## config.mk

```make
export PLATFORM = sky130hd
export DESIGN_NAME = descriptor_nearest_neighbor_ratio
export DESIGN_NICKNAME = d
export VERILOG_FILES = /design/src/rtl/nnr_pkg.sv /design/src/rtl/descriptor_nearest_neighbor_ratio.sv /design/src/rtl/nnr_lane.sv /design/src/rtl/nnr_accum.sv /design/src/rtl/nnr_select.sv
export SDC_FILE = /design/constraint.sdc
export NUM_CORES = 2
export LEC_CHECK = 0
export ABC_AREA = 1
export BUFFER_PORTS_ARGS = -buffer_cell sky130_fd_sc_hd__buf_4
export CAP_MARGIN = 20
export CELL_PAD_IN_SITES_DETAIL_PLACEMENT = 0
export CELL_PAD_IN_SITES_GLOBAL_PLACEMENT = 1
export CORE_UTILIZATION = 50
export CTS_CLUSTER_DIAMETER = 80
export DETAILED_ROUTE_END_ITERATION = 8
export PLACE_DENSITY = 0.89
export SLEW_MARGIN = 20
export SYNTH_ARGS = -nofsm -noshare
export SYNTH_HDL_FRONTEND = slang
export SYNTH_SLANG_ARGS = --single-unit
```

## constraint.sdc

```tcl
create_clock -name i_clk -period 21 [get_ports i_clk]
set_clock_uncertainty 0.2 [all_clocks]
set_input_delay 4.2 -clock i_clk [delete_from_list [all_inputs] [get_ports i_clk]]
set_output_delay 4.2 -clock i_clk [all_outputs]
set_load 0.01 [all_outputs]
```

## src/rtl/nnr_pkg.sv

```systemverilog
// ----------------------------------------------------------------------------
// nnr_pkg
// Shared widths, constants and types of the nearest neighbor ratio block.
// ----------------------------------------------------------------------------
package nnr_pkg;

    localparam int COMP_W         = 16;
    localparam int SIGN_W         = 2;
    localparam int SQ_W           = 32;
    localparam int CHUNK_W        = 34;
    localparam int DIST_W         = 38;
    localparam int OUT_IDX_W      = 12;
    localparam int N_LANES        = 4;
    localparam int MAX_MODELS_DEF = 4096;

    localparam logic [DIST_W-1:0] DIST_MAX = '1;

    typedef struct packed {
        logic close;
        logic last;
        logic sign_eq;
    } t_item_flags;

    typedef struct packed {
        logic              last;
        logic              sign_eq;
        logic [DIST_W-1:0] sq_dist;
    } t_closed;

endpackage

```

## src/rtl/descriptor_nearest_neighbor_ratio.sv

```systemverilog
// ----------------------------------------------------------------------------
// descriptor_nearest_neighbor_ratio
// Brute-force nearest neighbor search with the ratio test for one query
// descriptor against a stream of model descriptors.
//
//   Channel  Direction  Handshake            Payload
//   input    in         i_valid / o_stall    4 query, 4 model comps, signs, marks
//   result   out        o_valid / i_stall    match flag, index, best distance
//
// One item is taken every cycle while o_stall is low; four lanes square the component differences.
// The set end passes the lane, chunk sum, record and capture registers to the output.
// o_stall rises only while a result is held and another set end must wait.
// Reset is synchronous and clears all search state.
// ----------------------------------------------------------------------------
module descriptor_nearest_neighbor_ratio
    import nnr_pkg::*;
#(
    parameter int MAX_MODELS = MAX_MODELS_DEF
) (
    input  logic                        i_clk,
    input  logic                        i_rst_n,
    input  logic                        i_valid,
    output logic                        o_stall,
    input  logic signed [COMP_W-1:0]    i_query_c0,
    input  logic signed [COMP_W-1:0]    i_query_c1,
    input  logic signed [COMP_W-1:0]    i_query_c2,
    input  logic signed [COMP_W-1:0]    i_query_c3,
    input  logic signed [COMP_W-1:0]    i_model_c0,
    input  logic signed [COMP_W-1:0]    i_model_c1,
    input  logic signed [COMP_W-1:0]    i_model_c2,
    input  logic signed [COMP_W-1:0]    i_model_c3,
    input  logic signed [SIGN_W-1:0]    i_model_sign,
    input  logic signed [SIGN_W-1:0]    i_query_sign,
    input  logic                        i_end_of_descriptor,
    input  logic                        i_end_of_models,
    output logic                        o_valid,
    input  logic                        i_stall,
    output logic                        o_match_found,
    output logic [OUT_IDX_W-1:0]        o_neighbor_index,
    output logic [DIST_W-1:0]           o_best_distance
);

    localparam int IDX_W = (MAX_MODELS > 2) ? $clog2(MAX_MODELS) : 1;

    logic signed [COMP_W-1:0] w_q [N_LANES];
    logic signed [COMP_W-1:0] w_m [N_LANES];
    logic        [SQ_W-1:0]   w_sq [N_LANES];
    logic                     r_va;
    t_item_flags              r_flags;
    logic                     w_en_a;
    logic                     w_blk_b;
    logic                     w_vc;
    t_closed                  w_rec;
    logic [IDX_W-1:0]         w_idx;
    logic                     w_blk_c;

    assign w_q[0] = i_query_c0;
    assign w_q[1] = i_query_c1;
    assign w_q[2] = i_query_c2;
    assign w_q[3] = i_query_c3;
    assign w_m[0] = i_model_c0;
    assign w_m[1] = i_model_c1;
    assign w_m[2] = i_model_c2;
    assign w_m[3] = i_model_c3;

    assign o_stall = r_va && w_blk_b;
    assign w_en_a  = !o_stall;

    genvar g;
    generate
        for (g = 0; g < N_LANES; g++) begin : g_lane
            nnr_lane u_lane (
                .i_clk (i_clk),
                .i_en  (w_en_a),
                .i_a   (w_q[g]),
                .i_b   (w_m[g]),
                .o_sq  (w_sq[g])
            );
        end
    endgenerate

    always_ff @(posedge i_clk) begin
        if (!i_rst_n) begin
            r_va <= 1'b0;
        end else if (w_en_a) begin
            r_va <= i_valid;
        end
    end

    always_ff @(posedge i_clk) begin
        if (w_en_a) begin
            r_flags.close   <= i_end_of_descriptor || i_end_of_models;
            r_flags.last    <= i_end_of_models;
            r_flags.sign_eq <= (i_model_sign == i_query_sign);
        end
    end

    nnr_accum #(
        .MAX_MODELS (MAX_MODELS),
        .IDX_W      (IDX_W)
    ) u_accum (
        .i_clk   (i_clk),
        .i_rst_n (i_rst_n),
        .i_valid (r_va),
        .i_flags (r_flags),
        .i_sq    (w_sq),
        .o_block (w_blk_b),
        .o_valid (w_vc),
        .o_rec   (w_rec),
        .o_idx   (w_idx),
        .i_block (w_blk_c)
    );

    nnr_select #(
        .IDX_W (IDX_W)
    ) u_select (
        .i_clk            (i_clk),
        .i_rst_n          (i_rst_n),
        .i_valid          (w_vc),
        .i_rec            (w_rec),
        .i_idx            (w_idx),
        .o_block          (w_blk_c),
        .o_valid          (o_valid),
        .i_stall          (i_stall),
        .o_match_found    (o_match_found),
        .o_neighbor_index (o_neighbor_index),
        .o_best_distance  (o_best_distance)
    );

endmodule

```

## src/rtl/nnr_lane.sv

```systemverilog
// ----------------------------------------------------------------------------
// nnr_lane
// One lane: registered square of the difference of two components.
// ----------------------------------------------------------------------------
module nnr_lane
    import nnr_pkg::*;
(
    input  logic                     i_clk,
    input  logic                     i_en,
    input  logic signed [COMP_W-1:0] i_a,
    input  logic signed [COMP_W-1:0] i_b,
    output logic        [SQ_W-1:0]   o_sq
);

    logic signed [COMP_W:0]     w_diff;
    logic signed [2*COMP_W+1:0] w_prod;
    logic        [SQ_W-1:0]     r_sq;

    assign w_diff = (COMP_W+1)'(i_a) - (COMP_W+1)'(i_b);
    assign w_prod = w_diff * w_diff;

    always_ff @(posedge i_clk) begin
        if (i_en) begin
            r_sq <= w_prod[SQ_W-1:0];
        end
    end

    assign o_sq = r_sq;

endmodule

```

## src/rtl/nnr_accum.sv

```systemverilog
// ----------------------------------------------------------------------------
// nnr_accum
// Merges the lane squares into one chunk sum, accumulates the saturated
// distance of each model and hands each closed model to the selection stage.
// ----------------------------------------------------------------------------
module nnr_accum
    import nnr_pkg::*;
#(
    parameter int MAX_MODELS = MAX_MODELS_DEF,
    parameter int IDX_W      = (MAX_MODELS > 2) ? $clog2(MAX_MODELS) : 1
) (
    input  logic              i_clk,
    input  logic              i_rst_n,
    input  logic              i_valid,
    input  t_item_flags       i_flags,
    input  logic [SQ_W-1:0]   i_sq [N_LANES],
    output logic              o_block,
    output logic              o_valid,
    output t_closed           o_rec,
    output logic [IDX_W-1:0]  o_idx,
    input  logic              i_block
);

    localparam logic [IDX_W-1:0] LAST_IDX = IDX_W'(MAX_MODELS - 1);

    logic                  r_vb;
    t_item_flags           r_flags;
    logic [CHUNK_W-1:0]    r_chunk;
    logic [CHUNK_W-1:0]    w_tree;
    logic [DIST_W-1:0]     r_run;
    logic [DIST_W:0]       w_total;
    logic [DIST_W-1:0]     w_sat;
    logic [IDX_W-1:0]      r_count;
    logic                  r_vc;
    t_closed               r_rec;
    logic [IDX_W-1:0]      r_idx;
    logic                  w_proc;

    assign w_tree = (CHUNK_W'(i_sq[0]) + CHUNK_W'(i_sq[1]))
                  + (CHUNK_W'(i_sq[2]) + CHUNK_W'(i_sq[3]));

    assign o_block = r_vb && r_flags.close && i_block;
    assign w_proc  = r_vb && !o_block;
    assign w_total = (DIST_W+1)'(r_run) + (DIST_W+1)'(r_chunk);
    assign w_sat   = w_total[DIST_W] ? DIST_MAX : w_total[DIST_W-1:0];

    always_ff @(posedge i_clk) begin
        if (!i_rst_n) begin
            r_vb    <= 1'b0;
            r_vc    <= 1'b0;
            r_run   <= '0;
            r_count <= '0;
        end else begin
            if (!o_block) begin
                r_vb <= i_valid;
            end
            if (!i_block) begin
                r_vc <= w_proc && r_flags.close;
            end
            if (w_proc) begin
                if (r_flags.close) begin
                    r_run <= '0;
                    if (r_flags.last) begin
                        r_count <= '0;
                    end else begin
                        r_count <= (r_count == LAST_IDX) ? '0 : r_count + IDX_W'(1);
                    end
                end else begin
                    r_run <= w_sat;
                end
            end
        end
    end

    always_ff @(posedge i_clk) begin
        if (!o_block) begin
            r_flags <= i_flags;
            r_chunk <= w_tree;
        end
        if (w_proc && r_flags.close && !i_block) begin
            r_rec.last    <= r_flags.last;
            r_rec.sign_eq <= r_flags.sign_eq;
            r_rec.sq_dist <= w_sat;
            r_idx         <= r_count;
        end
    end

    assign o_valid = r_vc;
    assign o_rec   = r_rec;
    assign o_idx   = r_idx;

endmodule

```

## src/rtl/nnr_select.sv

```systemverilog
// ----------------------------------------------------------------------------
// nnr_select
// Keeps the best and second-best distances, captures them at the end of a
// set and applies the ratio test into the output register.
// ----------------------------------------------------------------------------
module nnr_select
    import nnr_pkg::*;
#(
    parameter int IDX_W = OUT_IDX_W
) (
    input  logic                 i_clk,
    input  logic                 i_rst_n,
    input  logic                 i_valid,
    input  t_closed              i_rec,
    input  logic [IDX_W-1:0]     i_idx,
    output logic                 o_block,
    output logic                 o_valid,
    input  logic                 i_stall,
    output logic                 o_match_found,
    output logic [OUT_IDX_W-1:0] o_neighbor_index,
    output logic [DIST_W-1:0]    o_best_distance
);

    logic [DIST_W-1:0]           r_best;
    logic [DIST_W-1:0]           r_second;
    logic [IDX_W-1:0]            r_bidx;
    logic                        r_have;
    logic [DIST_W-1:0]           n_best;
    logic [DIST_W-1:0]           n_second;
    logic [IDX_W-1:0]            n_bidx;
    logic                        n_have;
    logic                        r_vd;
    logic [DIST_W-1:0]           r_cap_best;
    logic [DIST_W-1:0]           r_cap_second;
    logic [IDX_W-1:0]            r_cap_idx;
    logic                        r_cap_have;
    logic                        r_out_valid;
    logic                        r_match;
    logic [OUT_IDX_W-1:0]        r_nidx;
    logic [DIST_W-1:0]           r_bdist;
    logic                        w_blk_d;
    logic                        w_proc;
    logic                        w_load;
    logic [DIST_W+2:0]           w_five;
    logic [DIST_W+2:0]           w_three;
    logic                        w_match;
    logic [IDX_W+OUT_IDX_W-1:0]  w_idx_ext;

    assign w_blk_d = r_vd && r_out_valid && i_stall;
    assign o_block = i_valid && i_rec.last && w_blk_d;
    assign w_proc  = i_valid && !o_block;
    assign w_load  = r_vd && !w_blk_d;

    always_comb begin
        n_best   = r_best;
        n_second = r_second;
        n_bidx   = r_bidx;
        n_have   = r_have;
        if (i_rec.sign_eq) begin
            if (i_rec.sq_dist < r_best) begin
                n_second = r_best;
                n_best   = i_rec.sq_dist;
                n_bidx   = i_idx;
                n_have   = 1'b1;
            end else if (i_rec.sq_dist < r_second) begin
                n_second = i_rec.sq_dist;
            end
        end
    end

    assign w_five    = (DIST_W+3)'({r_cap_best, 2'b00}) + (DIST_W+3)'(r_cap_best);
    assign w_three   = (DIST_W+3)'({r_cap_second, 1'b0}) + (DIST_W+3)'(r_cap_second);
    assign w_match   = r_cap_have && (w_five < w_three);
    assign w_idx_ext = (IDX_W+OUT_IDX_W)'(r_cap_idx);

    always_ff @(posedge i_clk) begin
        if (!i_rst_n) begin
            r_best      <= DIST_MAX;
            r_second    <= DIST_MAX;
            r_bidx      <= '0;
            r_have      <= 1'b0;
            r_vd        <= 1'b0;
            r_out_valid <= 1'b0;
        end else begin
            if (w_proc) begin
                if (i_rec.last) begin
                    r_best   <= DIST_MAX;
                    r_second <= DIST_MAX;
                    r_bidx   <= '0;
                    r_have   <= 1'b0;
                end else begin
                    r_best   <= n_best;
                    r_second <= n_second;
                    r_bidx   <= n_bidx;
                    r_have   <= n_have;
                end
            end
            if (!w_blk_d) begin
                r_vd <= w_proc && i_rec.last;
            end
            if (w_load) begin
                r_out_valid <= 1'b1;
            end else if (!i_stall) begin
                r_out_valid <= 1'b0;
            end
        end
    end

    always_ff @(posedge i_clk) begin
        if (w_proc && i_rec.last && !w_blk_d) begin
            r_cap_best   <= n_best;
            r_cap_second <= n_second;
            r_cap_idx    <= n_bidx;
            r_cap_have   <= n_have;
        end
        if (w_load) begin
            r_match <= w_match;
            r_nidx  <= w_match ? w_idx_ext[OUT_IDX_W-1:0] : '0;
            r_bdist <= r_cap_best;
        end
    end

    assign o_valid          = r_out_valid;
    assign o_match_found    = r_match;
    assign o_neighbor_index = r_nidx;
    assign o_best_distance  = r_bdist;

endmodule

```

* Yosys cells after proc, flatten, opt, wreduce, memory -nomap -nowiden
Index checks and enable logic that the tools add are counted.
Operators by class: add/subtract/negate cells 11, multipliers 4, $lt $le $gt $ge 3, eq/ne operators 3, mux-type cells 19, reduce and logical (&&, ||, !) cells 20
Operators by type and width (count):
- 2-to-1 mux 38 bit | 9
- multiplier 17 x 17 -> 32 bit | 4
- < comparator 38 bit | 2
- subtractor 16 x 16 -> 17 bit | 4
- adder 32 x 32 -> 33 bit | 2
- 2-to-1 mux 12 bit | 5
- adder 40 x 38 -> 41 bit | 1
- < comparator 41 bit | 1
- adder 39 x 38 -> 40 bit | 1
- adder 38 x 34 -> 39 bit | 1
- adder 34 bit | 1
- logical AND 1 bit | 15
- adder 12 x 1 -> 12 bit (second input constant) | 1
- equality test 12 bit (second input constant) | 1
- 2-to-1 mux 1 bit | 5
- zero test 1 bit | 3
- equality test 2 bit | 1
- inequality test 2 x 1 -> 1 bit (second input constant) | 1
- AND reduction 2 bit | 1
- logical OR 1 bit | 1
Word-level totals: register bits after elaboration 504, bits of input ports 138

* Depth between registers and ports, before layout
depth after elaboration 8, gate-level depth with buffers 39, depth with buffers taken out 39

* Cells and area by module
Synthesis repeated with hierarchy kept, for this count alone.
Unflattened totals: cells, all modules 9415, area, all modules 75829.0 um^2
By module, submodules not included:
- nnr_select | instances 1, cells an instance 2401, area an instance 17719.5 um^2, sequential area each 6025.8 um^2
- nnr_accum | instances 1, cells an instance 1524, area an instance 11848.9 um^2, sequential area each 3713.6 um^2
- nnr_lane at g_lane[1].u_lane | instances 1, cells an instance 1391, area an instance 11609.9 um^2, sequential area each 930.9 um^2
- nnr_lane at g_lane[2].u_lane | instances 1, cells an instance 1358, area an instance 11503.5 um^2, sequential area each 930.9 um^2
- nnr_lane at g_lane[3].u_lane | instances 1, cells an instance 1361, area an instance 11497.3 um^2, sequential area each 930.9 um^2
- nnr_lane at g_lane[0].u_lane | instances 1, cells an instance 1359, area an instance 11466.0 um^2, sequential area each 930.9 um^2
- descriptor_nearest_neighbor_ratio | instances 1, cells an instance 21, area an instance 183.9 um^2, sequential area each 110.1 um^2

* Worst setup path before layout
No wires, ideal clock.
kind input -> register, from in i_query_c2[0], to reg g_lane[2].u_lane.r_sq[21], data pin, arrival time 10641 ps, setup slack 9894 ps, stages on the path 32, buffers on the path 0, cell sequence inv_1 ha_1 fa_1 inv_1 nand2_1 nand2_1 o21ai_1 o21bai_2 a21oi_2 o21ai_4 xor2_4 inv_2 nor2_1 inv_1 fa_1 fa_1 fa_1 inv_1 fa_1 inv_1 fa_1 inv_1 fa_1 ha_1 a21o_1 a31oi_1 nand2_1 a31oi_1 inv_1 a21oi_1 o21ai_0 xor2_1
Between the ends: longest elaborated chain between the ends 2
Ends and longest elaborated chain:
- start: declaration | line descriptor_nearest_neighbor_ratio.sv:26 | input logic signed [COMP_W-1:0] i_query_c2,
- subtractor 16 x 16 -> 17 bit | line nnr_lane.sv:19 | assign w_diff = (COMP_W+1)'(i_a) - (COMP_W+1)'(i_b);
- multiplier 17 x 17 -> 32 bit | line nnr_lane.sv:20 | assign w_prod = w_diff * w_diff;
- net g_lane[2].u_lane.w_prod[21] | line nnr_lane.sv:16 | logic signed [2*COMP_W+1:0] w_prod;
- end signal: assignment | line nnr_lane.sv:24 | r_sq <= w_prod[SQ_W-1:0];
- end: declaration | line nnr_lane.sv:17 | logic [SQ_W-1:0] r_sq;
The timed path passes the listed nets, and every way through them passes these cells. A chain may end at the register's enable or synchronous reset.

* Worst setup path after layout
from in i_query_c0[0], to reg g_lane[0].u_lane.r_sq[29], data pin
Between the ends: longest elaborated chain between the ends 2
Ends and longest elaborated chain:
- start: declaration | line descriptor_nearest_neighbor_ratio.sv:24 | input logic signed [COMP_W-1:0] i_query_c0,
- subtractor 16 x 16 -> 17 bit | line nnr_lane.sv:19
- multiplier 17 x 17 -> 32 bit | line nnr_lane.sv:20
- net g_lane[0].u_lane.w_prod[29] | line nnr_lane.sv:16
- end signal: assignment | line nnr_lane.sv:24
- end: declaration | line nnr_lane.sv:17
The timed path passes the listed nets, and every way through them passes these cells.

==> metrics.txt <==
WL/cell=17.0 um; first-pass GRT wire length=307 mm; CTS Hold Buffers Added=0; antenna cells=0; Hold EP=u_accum.r_flags[0]; CP max stage cell=fa_1; grt total ovfl=0; Critical Path Sink Type=flop; CP top delay family=adder cells; Worst-Skew Late Latency=0.67 ns; fin util=54.2%; Setup TNS Final=0 ns; Core Region=0.146 mm^2; Yosys reg bits=500; Register Area=0.0136 mm^2; vias after detailed routing=57533; Crit path arrival time=12.17 ns; R2R Setup Slk=15.72 ns; Worst EP required=21.19 ns; Synth warnings=0; Rows=140; largest family of logic cells by synthesized area=adder cells; top cells by area, synth=fa_1, edfxtp_1, ha_1; Register-to-Register Path Depth=28; min cycle time layout=11.98 ns; DR pass1 iterations=5; PortBufs=190; total nets after synthesis=10748; Routed WL=187 mm; reg2reg end=u_select.o_neighbor_index[0]; Placer Congestion=0.932; initial antenna violation count=0; Final Max Tran Viols=0; Slew @ Worst Pin=1.08 ns; CTS tree=yes; Via-to-Cell Ratio=5.25; endpoints failing hold=0; top-area cell type share of the netlist area=28.3%; final routed DRC violation total=0; Seq/Total Area, Yosys=18.5%; Async SR Flop Fraction=0%; simple-gate share of the synthesized area=16.3%; clock slew at reported path FFs=0.06 ns; postcts setup bufs=0; CTS H-tree depth=2; crit path max fanout=21; XOR/XNOR Fraction of Synth Area=4.77%; worst flop-to-flop path startpoint=u_select.r_cap_best[2]; vias in the first global route=60633; fill count=13588; worst hold start=r_flags[0]; Area Overhead vs Synth=7.60%; WHS=0.219 ns; Setup CP Type=in -> reg; WP buf/inv=6; CTS Root Cell=clkbuf_16; compound-cell area share of the yosys netlist=8.85%; fin crit share=57.1%; hold-critical path depth=0; starting density of the core=50.4%; Max Root-Sink Buffers=3; Netlist cell types=65; chip height=385 um; antenna-violating nets left=0; Slew HR=28.0%; Final HPWL DP=157 mm; multi-input logic area=0.0515 mm^2; CP startpoint kind=input port; Hold Crit Class=reg -> reg; Die Wd=385 um; status=complete, no violations; num ports=191; Synth Area in Adders=40.1%; Layout Nets=10857; mux cell area share after synthesis=0.0136%; Avg Cell Area, Syn=8.27 um^2; RSZ-0062 raised after global routing=no; Detailed Route Iter0 Violations=3466; max incr delay on CP=0.85 ns; count of final setup violators=0; Max Clock Freq=83.4 MHz; die area=0.148 mm^2; area of the mapped netlist=0.0734 mm^2; area leader, netlist=fa_1; Synth Instances=8877; Max-Cap Viols=0; count of flip-flops with a built-in enable after synthesis=356; number of buffers created by CTS=59; cts repair resizes=0; Top FF cell, synth=edfxtp_1; largest net degree at the start of global routing=81; most frequent CP cell=fa_1; GRT Util Overall=25.7%; clock sinks=500; ratio of cells with drive above 1 in the final layout=5.07%
==> cells by family (layout without fill, tap and decap cells) <==
logic type,Yosys count,in the layout
adders and majority gates,1733,1733
DFF,500,500
AOI/OAI and AO/OA,1160,1160
xor gates and xnor gates,383,383
and+or+nand+nor,2911,2911
muxes,1,1
buffers and inverters,2189,2349
==> worst max-delay path by stage <==
stage                              from                        end  slack [ns]  cells past startpoint
after global placement    i_query_c2[0]  g_lane[2].u_lane.o_sq[21]        8.38                     30
after floorplan           i_query_c2[0]  g_lane[2].u_lane.o_sq[21]        9.89                     32
final                     i_query_c0[0]  g_lane[0].u_lane.o_sq[29]        9.02                     31
after detailed placement  i_query_c0[0]  g_lane[0].u_lane.o_sq[29]        8.39                     31
after CTS                 i_query_c0[0]  g_lane[0].u_lane.o_sq[29]        9.07                     31
after global routing      i_query_c3[0]  g_lane[3].u_lane.o_sq[29]        8.49                     34
==> Yosys cell counts (7+ instances only) <==
library cell / instances
inv_1: 1980
nand2_1: 1581
fa_1: 1036
nor2_1: 774
ha_1: 697
a21oi_1: 604
edfxtp_1: 356
nand3_1: 271
o21ai_0: 237
xor2_1: 229
dfxtp_1: 144
xnor2_1: 139
nand4_1: 131
clkbuf_1: 91
buf_2: 59
o21ai_1: 59
nor3_1: 56
a21o_1: 55
a31oi_1: 43
o21a_1: 34
o21bai_1: 30
inv_2: 24
o211ai_1: 18
or2_2: 17
a21boi_0: 16
nor2_2: 15
buf_1: 13
nand3b_1: 13
nor4_1: 13
buf_4: 12
o31ai_1: 10
xor2_2: 10
a211oi_1: 9
o221ai_1: 9
nand3_2: 8
nand2_2: 7
==> per-stage QoR <==
stage | instance area [um^2] | cells | setup WS [ns]
2_1_floorplan | 73400 | 8877 | 9.89
3_3_place_gp | 76700 | 10841 | 8.38
3_5_place_dp | 76700 | 10841 | 8.39
4_1_cts | 79000 | 10953 | 9.07
5_1_grt | 79000 | 10954 | 8.49
6_report | 79000 | 10954 | 9.02
==> per-layer routing <==
layer / part of all wire, % / GRT usage (%) / up-vias
met2: 51 / 46.8 / 1417
li1: - / - / 27941
met5: 0 / 0 / -
met4: 3.3 / 8.13 / 0
met1: 41 / 32.1 / 27879
met3: 4.4 / 2.30 / 296
==> state kept, by name, indices dropped and copies added (netlist names), 34 cells and up <==
signal,flops
u_select.r_cap_best,38
u_accum.r_run,38
u_select.r_best,38
u_select.o_best_distance,38
u_accum.o_rec,40
g_lane.u_lane.o_sq,124
u_accum.r_chunk,34
u_select.r_second,38
u_select.r_cap_second,38
==> worst reg2reg max path: cells and delay by family (launching register included) <==
family	cells	cell delay [ns]
buffers and inverters	2	0.12
AO/OA/AOI/OAI	4	0.73
XOR/XNOR	1	0.15
flip-flops	1	0.44
AND/OR/NAND/NOR	18	2.38
adder cells (fa/ha/maj)	3	1.09
==> placed cells by master, fill, tap and decap left out, types with 59 or more instances in the layout <==
cell type | Yosys | final
clkbuf_16 | 0 | 59
nor2_1 | 774 | 771
a21oi_1 | 604 | 603
inv_1 | 1980 | 1977
nand4_1 | 131 | 131
dfxtp_1 | 144 | 144
buf_4 | 12 | 228
ha_1 | 697 | 697
nand2_1 | 1581 | 1580
nand3_1 | 271 | 270
edfxtp_1 | 356 | 356
xor2_1 | 229 | 227
o21ai_0 | 237 | 237
xnor2_1 | 139 | 138
fa_1 | 1036 | 1036
==> area by class of cell <==
type | instances | area share [%]
flip-flops and latches | 500 | 17.2
inverters | 2008 | 9.55
repair buffers | 229 | 2.19
clock inverters | 36 | 0.738
clock buffers | 76 | 2.06
well taps | 1917 | 3.04
multi-input cells | 6188 | 65.2
Power is left out: the tool's default activity adds up to more than one toggle a clock period on the data nets, which glitch-free logic cannot reach.
